[src/hdl/assert_macros.svh]
// assertion helpers for the rtl
`ifndef ASSERT_MACROS_SVH
`define ASSERT_MACROS_SVH

// property checked on every rising edge outside reset
`define ASSERT_CLKED(label, clk, rstn, prop, msg) \
  label: assert property (@(posedge clk) disable iff (!rstn) (prop)) else $error(msg);

// condition that must never be seen outside reset
`define ASSERT_NEVER(label, clk, rstn, cond, msg) \
  label: assert property (@(posedge clk) disable iff (!rstn) !(cond)) else $error(msg);

`endif

[src/hdl/dtp_pkg.sv]
`timescale 1ns / 1ps

package dtp_pkg;

  localparam int unsigned PosW    = 5;
  localparam int unsigned YearW   = 14;
  localparam int unsigned FieldW  = 7;
  localparam int unsigned StatusW = 4;

  localparam logic [PosW-1:0] POS_SAT      = 5'd20;
  localparam logic [PosW-1:0] LEN_LONG     = 5'd19;
  localparam logic [PosW-1:0] LEN_SHORT    = 5'd10;
  localparam logic [PosW-1:0] POS_YEAR_END = 5'd4;
  localparam logic [PosW-1:0] POS_DASH_A   = 5'd4;
  localparam logic [PosW-1:0] POS_MON_END  = 5'd7;
  localparam logic [PosW-1:0] POS_DASH_B   = 5'd7;
  localparam logic [PosW-1:0] POS_DAY_END  = 5'd10;
  localparam logic [PosW-1:0] POS_T        = 5'd10;
  localparam logic [PosW-1:0] POS_HOUR_END = 5'd13;
  localparam logic [PosW-1:0] POS_COLON_A  = 5'd13;
  localparam logic [PosW-1:0] POS_MIN_END  = 5'd16;
  localparam logic [PosW-1:0] POS_COLON_B  = 5'd16;

  localparam logic [7:0] CHAR_DASH  = 8'h2D;
  localparam logic [7:0] CHAR_T     = 8'h54;
  localparam logic [7:0] CHAR_COLON = 8'h3A;
  localparam logic [7:0] CHAR_ZERO  = 8'h30;
  localparam logic [7:0] CHAR_NINE  = 8'h39;

  localparam logic [FieldW-1:0] MONTH_MAX  = 7'd12;
  localparam logic [FieldW-1:0] DAY_MAX    = 7'd31;
  localparam logic [FieldW-1:0] HOUR_MAX   = 7'd23;
  localparam logic [FieldW-1:0] MINSEC_MAX = 7'd59;

  typedef enum logic [StatusW-1:0] {
    ST_OK        = 4'd0,
    ST_LENGTH    = 4'd1,
    ST_SEPARATOR = 4'd2,
    ST_NONDIGIT  = 4'd3,
    ST_MONTH     = 4'd4,
    ST_DAY       = 4'd5,
    ST_HOUR      = 4'd6,
    ST_MINUTE    = 4'd7,
    ST_SECOND    = 4'd8
  } dtp_status_e;

  typedef struct packed {
    logic [PosW-1:0]   position;
    logic [YearW-1:0]  year;
    logic [FieldW-1:0] month;
    logic [FieldW-1:0] day;
    logic [FieldW-1:0] hour;
    logic [FieldW-1:0] minute;
    logic [FieldW-1:0] second;
    logic              separator_bad;
    logic              nondigit_seen;
  } dtp_state_t;

  function automatic logic [FieldW-1:0] dec_acc7(logic [FieldW-1:0] acc, logic [3:0] digit);
    logic [FieldW+2:0] sum;
    sum = {acc, 3'b000} + {2'b00, acc, 1'b0} + {{(FieldW-1){1'b0}}, digit};
    return sum[FieldW-1:0];
  endfunction

  function automatic logic [YearW-1:0] dec_acc14(logic [YearW-1:0] acc, logic [3:0] digit);
    logic [YearW+2:0] sum;
    sum = {acc, 3'b000} + {2'b00, acc, 1'b0} + {{(YearW-1){1'b0}}, digit};
    return sum[YearW-1:0];
  endfunction

endpackage

[src/hdl/datetime_text_parser.sv]
// a final byte shows its result word at the output after the input register and then
// the result register; throughput: one byte per cycle while the output is not stalled;
// the path is an input register, the byte update and status logic, and the result register
// reset: rst_ni low clears both valid flags and all parse state at once
// after each final byte the parse state returns to its reset value
`timescale 1ns / 1ps
`include "assert_macros.svh"

module datetime_text_parser (
  input  logic        clk_i,
  input  logic        rst_ni,
  input  logic        s_axis_tvalid,
  output logic        s_axis_tready,
  input  logic [7:0]  s_axis_tdata,   // char_code[7:0]
  input  logic        s_axis_tlast,
  output logic        m_axis_tvalid,
  input  logic        m_axis_tready,
  output logic [55:0] m_axis_tdata,   // year[13:0], month[20:14], day[27:21], hour[34:28],
                                      // minute[41:35], second[48:42], zero fill
  output logic [4:0]  m_axis_tuser    // status[3:0], has_time[4]
);
  import dtp_pkg::*;

  logic        in_valid_q;
  logic [7:0]  char_q;
  logic        last_q;
  logic        advance;
  dtp_state_t  state_q;
  dtp_state_t  state_next;
  logic        out_valid_q;
  logic [55:0] tdata_d, tdata_q;
  logic [4:0]  tuser_d, tuser_q;
  dtp_status_e status;
  logic        long_form;

  assign advance       = !out_valid_q || m_axis_tready;
  assign s_axis_tready = !in_valid_q || advance;
  assign m_axis_tvalid = out_valid_q;
  assign m_axis_tdata  = tdata_q;
  assign m_axis_tuser  = tuser_q;

  dtp_byte_step u_step (
    .state_i     (state_q),
    .char_code_i (char_q),
    .state_o     (state_next)
  );

  // status in priority order
  always_comb begin
    long_form = (state_next.position == LEN_LONG);
    if (!long_form && state_next.position != LEN_SHORT)            status = ST_LENGTH;
    else if (state_next.separator_bad)                              status = ST_SEPARATOR;
    else if (state_next.nondigit_seen)                              status = ST_NONDIGIT;
    else if (state_next.month > MONTH_MAX)                          status = ST_MONTH;
    else if (state_next.day > DAY_MAX)                              status = ST_DAY;
    else if (long_form && state_next.hour > HOUR_MAX)               status = ST_HOUR;
    else if (long_form && state_next.minute > MINSEC_MAX)           status = ST_MINUTE;
    else if (long_form && state_next.second > MINSEC_MAX)           status = ST_SECOND;
    else                                                            status = ST_OK;

    tdata_d = '0;
    tuser_d = {1'b0, status};
    if (status != ST_LENGTH) begin
      tuser_d[4]      = long_form;
      tdata_d[13:0]   = state_next.year;
      tdata_d[20:14]  = state_next.month;
      tdata_d[27:21]  = state_next.day;
      if (long_form) begin
        tdata_d[34:28] = state_next.hour;
        tdata_d[41:35] = state_next.minute;
        tdata_d[48:42] = state_next.second;
      end
    end
  end

  always_ff @(posedge clk_i or negedge rst_ni) begin
    if (!rst_ni) begin
      in_valid_q  <= 1'b0;
      out_valid_q <= 1'b0;
      state_q     <= '0;
    end else begin
      if (s_axis_tready) in_valid_q <= s_axis_tvalid;
      if (advance) out_valid_q <= in_valid_q && last_q;
      if (in_valid_q && advance) state_q <= last_q ? '0 : state_next;
    end
  end

  // word payload, no reset needed
  always_ff @(posedge clk_i) begin
    if (s_axis_tready && s_axis_tvalid) begin
      char_q <= s_axis_tdata;
      last_q <= s_axis_tlast;
    end
    if (in_valid_q && last_q && advance) begin
      tdata_q <= tdata_d;
      tuser_q <= tuser_d;
    end
  end

  `ASSERT_CLKED(a_len_err_zero, clk_i, rst_ni,
    (m_axis_tvalid && m_axis_tuser[3:0] == ST_LENGTH) |-> (m_axis_tdata == '0 && !m_axis_tuser[4]),
    "length error word carries non-zero fields")
  `ASSERT_CLKED(a_short_time_zero, clk_i, rst_ni,
    (m_axis_tvalid && !m_axis_tuser[4]) |-> (m_axis_tdata[55:28] == '0),
    "short form word carries time fields")
  `ASSERT_NEVER(a_pos_sat, clk_i, rst_ni, state_q.position > POS_SAT,
    "position beyond saturation")
  `ASSERT_CLKED(a_stall_blocks_input, clk_i, rst_ni,
    (in_valid_q && out_valid_q && !m_axis_tready) |-> !s_axis_tready,
    "input accepted while both stages are full and stalled")

endmodule

[src/hdl/dtp_byte_step.sv]
`timescale 1ns / 1ps

module dtp_byte_step (
  input  dtp_pkg::dtp_state_t state_i,
  input  logic [7:0]          char_code_i,
  output dtp_pkg::dtp_state_t state_o
);
  import dtp_pkg::*;

  logic       is_digit;
  logic [3:0] digit;
  logic [7:0] diff;

  assign is_digit = (char_code_i >= CHAR_ZERO) && (char_code_i <= CHAR_NINE);
  assign diff     = char_code_i - CHAR_ZERO;
  assign digit    = diff[3:0];

  always_comb begin
    state_o = state_i;
    if (state_i.position < LEN_LONG) begin
      case (state_i.position) inside
        POS_DASH_A, POS_DASH_B: begin
          if (char_code_i != CHAR_DASH) state_o.separator_bad = 1'b1;
        end
        POS_T: begin
          if (char_code_i != CHAR_T) state_o.separator_bad = 1'b1;
        end
        POS_COLON_A, POS_COLON_B: begin
          if (char_code_i != CHAR_COLON) state_o.separator_bad = 1'b1;
        end
        default: begin
          if (!is_digit) begin
            state_o.nondigit_seen = 1'b1;
          end else if (state_i.position < POS_YEAR_END) begin
            state_o.year = dec_acc14(state_i.year, digit);
          end else if (state_i.position < POS_MON_END) begin
            state_o.month = dec_acc7(state_i.month, digit);
          end else if (state_i.position < POS_DAY_END) begin
            state_o.day = dec_acc7(state_i.day, digit);
          end else if (state_i.position < POS_HOUR_END) begin
            state_o.hour = dec_acc7(state_i.hour, digit);
          end else if (state_i.position < POS_MIN_END) begin
            state_o.minute = dec_acc7(state_i.minute, digit);
          end else begin
            state_o.second = dec_acc7(state_i.second, digit);
          end
        end
      endcase
    end
    if (state_i.position < POS_SAT) state_o.position = state_i.position + 5'd1;
  end

endmodule

[config.mk]
export PLATFORM = sky130hd
export DESIGN_NAME = datetime_text_parser
export DESIGN_NICKNAME = d
export VERILOG_FILES = /design/src/hdl/dtp_pkg.sv /design/src/hdl/datetime_text_parser.sv /design/src/hdl/dtp_byte_step.sv
export VERILOG_INCLUDE_DIRS = /design/src /design/src/hdl
export SDC_FILE = /design/constraint.sdc
export NUM_CORES = 1
export LEC_CHECK = 0
export BUFFER_PORTS_ARGS = -buffer_cell sky130_fd_sc_hd__buf_4
export CORE_ASPECT_RATIO = 1.2
export CORE_MARGIN = 5
export CORE_UTILIZATION = 35
export CTS_CLUSTER_DIAMETER = 100
export CTS_CLUSTER_SIZE = 8
export DETAILED_ROUTE_END_ITERATION = 10
export PLACE_DENSITY = 0.52
export REMOVE_ABC_BUFFERS = 1
export SLEW_MARGIN = 10
export SYNTH_ARGS = -nofsm -noshare
export SYNTH_HDL_FRONTEND = slang
export SYNTH_HIERARCHICAL = 1
export SYNTH_SLANG_ARGS = --single-unit
[constraint.sdc]
create_clock -name clk_i -period 3.6 [get_ports clk_i]
set_clock_uncertainty 0.05 [all_clocks]
set_input_delay 0.36 -clock clk_i [delete_from_list [all_inputs] [get_ports clk_i]]
set_output_delay 0.36 -clock clk_i [all_outputs]
set_load 0.005 [all_outputs]
==> impl_metrics.env <==
export IMPL_status="finished clean"
export IMPL_ys_seq_area_frac=0.442
export IMPL_power_total_mw=3.73
export IMPL_layout_commonest_cell="nand2_1"
export IMPL_insertion_delay_ps=420
export IMPL_clockBufferDepth=2
export IMPL_grt_usage=0.146
export IMPL_fp_row_count=59
export IMPL_avgRoutedWirePerCell_um=15.9
export IMPL_grt_max_degree=86
export IMPL_clk_pin_slew_worst_paths_ps=60
export IMPL_fin_crit_sh=0.955
export IMPL_ys_flop_type="edfxtp_1"
export IMPL_start_kind="flip-flop"
export IMPL_via_per_inst=4.86
export IMPL_layout_common_cells="nand2_1, buf_4, o21ai_0, ha_1, edfxtp_1"
export IMPL_peakVddDrop_mv=0.317
export IMPL_report_final_slew_viol_count=0
export IMPL_netlist_area_mm2=0.00757
export IMPL_setup_viol=0
export IMPL_ys_seq_elements=121
export IMPL_cts_buffers_inserted=17
export IMPL_hold_buffers=0
export IMPL_synth_cell_types=65
export IMPL_core_mm2=0.0215
export IMPL_nFillCells=2089
export IMPL_path_buf_inv=0
export IMPL_final_core_util=0.424
export IMPL_first_pass_iters=4
export IMPL_clkSinkCount=121
export IMPL_min_period_ps=3440
export IMPL_dpl_cell_area_mm2=0.00843
export IMPL_end_kind="flip-flop"
export IMPL_place_gp_congestion=0.815
export IMPL_io_pins=76
export IMPL_num_vias=5331
export IMPL_io_buffers=68
export IMPL_max_cap_violations=0
export IMPL_maxSlewHeadroom=0.437
export IMPL_chipHeight_um=171
export IMPL_crit_cells=11
export IMPL_grt_pass1_wl_mm=27.9
export IMPL_synth_cells=732
export IMPL_die_x_um=144
export IMPL_cts_tree="yes"
export IMPL_wirelength_mm=17.5
export IMPL_holdWs_ps=2.21
export IMPL_cp_slowest_cell="edfxtp_1"
export IMPL_async_flop_share=0.479
export IMPL_path_class="flip-flop to flip-flop"
export IMPL_hold_class="input pin to asynchronous set/reset pin"
export IMPL_drc=0
export IMPL_tightest_slew_ps=845
export IMPL_syn_to_final_growth_pct=20.3
export IMPL_final_hold_viol_count=0
export IMPL_cp_cell_sequence="ha_1 -> ha_2 -> fa_2 -> a21o_1 -> a21oi_2 -> xnor2_1 -> mux2_2 -> or3_4 -> nor4_4 -> nor2b_4 -> nor4b_4"
export IMPL_drive_gt1_frac=0.216
export IMPL_grt_ovfl_total=0
export IMPL_max_stage_delay_ps=470
export IMPL_cts_root_buf="clkbuf_16"
export IMPL_die_area_mm2=0.0247
export IMPL_leakage_nw=4.15
export IMPL_antenna_found_initial=0
export IMPL_htree_levels=4
export IMPL_first_global_vias=5313
export IMPL_cp_top_family="simple AND/OR/NAND/NOR gates"
export IMPL_antennaDiodeCount=0
export IMPL_fin_tns_setup_ps=0
export IMPL_worstPathArrival_ps=3640
export IMPL_ant_nets=0
export IMPL_fin_nets=900
export IMPL_initialDrtViolationCount=166
export IMPL_start_util=0.352
export IMPL_hpwlAfterDp_mm=12.2
export IMPL_path_max_fanout=6
export IMPL_synth_avg_cell_area_um2=10.3
export IMPL_ys_warn_count=6
export IMPL_synth_edf_count=63
export IMPL_final_area_mm2=0.00910
export IMPL_r2r_cells=11
export IMPL_p_per_area_mw_per_mm2=410
export IMPL_critical_path_required_ps=3800
export IMPL_fmax_ghz=0.291
registers in the layout, summed over array words and instances (netlist names):
signal and cells:
state_q 56, m_axis_tdata 49, char_q 8, m_axis_tuser 5, in_valid_q 1, last_q 1, m_axis_tvalid 1
what timing repair did:
item / in CTS / in global routing
setup endpoints to repair: 0 / 2
gates resized for setup: 0 / 8
setup buffers: 0 / 3
endpoints found under the hold margin: 0 / 0
cells in the mapped netlist (3+ instances only):
library cell  instances  area, um2
clkbuf_1             16       60.1
a21oi_1              26        130
nand2b_1              3       18.8
o21bai_1              3       22.5
nor2_1                8       30.0
buf_4                 7       52.6
nand2_1             137        514
nor4bb_1              3       30.0
inv_1                39        146
xor2_1               12        105
a21o_1               16        120
nand3b_1              3       22.5
o21ai_1              11       55.1
ha_1                 65        813
xnor2_1              26        228
fa_1                 12        240
mux2_2               33        372
edfxtp_1             63       1890
and2_1               50        313
buf_2                10       50.1
nand3_1               4       20.0
o21ai_0              69        345
dfrtp_1              58       1450
a211oi_1              5       37.5
layout make-up:
cell class,count,area (um2),area share
Multi-Input combinational cell,540,3940,0.433
Sequential cell,121,3340,0.367
Timing Repair Buffer,90,688,0.0756
Clock buffer,24,492,0.0540
Tap cell,274,343,0.0377
Inverter,40,150,0.0165
Clock inverter,8,143,0.0157
metrics by stage:
stage	setup WS [ps]	cells
2_1_floorplan	-1440	701
3_3_place_gp	179	1062
3_5_place_dp	146	1062
4_1_cts	120	1094
5_1_grt	-11.9	1097
6_report	162	1097
layer usage:
metal | up-vias | track usage | share of wire
met5 | - | 0 | 0
met4 | 0 | 0.0471 | 0.014
met3 | 20 | 0.0280 | 0.035
met2 | 91 | 0.249 | 0.50
met1 | 2531 | 0.185 | 0.45
li1 | 2689 | - | -
power breakdown:
part | leakage, nW | internal (mW) | switching, mW
registers | 1.41 | 1.51 | 0.0325
logic | 2.43 | 0.123 | 0.220
clock network | 0.310 | 1.23 | 0.615
cell families (layout without fill, tap and decap cells):
group,after synthesis,after routing,synth area share
simple gates,233,233,0.161
flops,121,121,0.442
buf+inv,77,162,0.0446
compound gates,150,150,0.117
other cells,1,7,0.000495
fa+ha+maj,77,77,0.139
xor+xnor,38,38,0.0440
mux,35,35,0.0517
worst paths after layout:
check	to	slack, ps	from
min in group clk_i	last_q	60	s_axis_tlast
max in group asynchronous	state_q[51]	2900	rst_ni
worst max register to register	m_axis_tuser[3]	160	char_q[2]
worst min-delay path	state_q[42]	2	rst_ni
worst max-delay path	m_axis_tuser[3]	160	char_q[2]
worst min register to register	state_q[8]	440	state_q[8]
No activity file was read; power rests on OpenSTA's default activity.
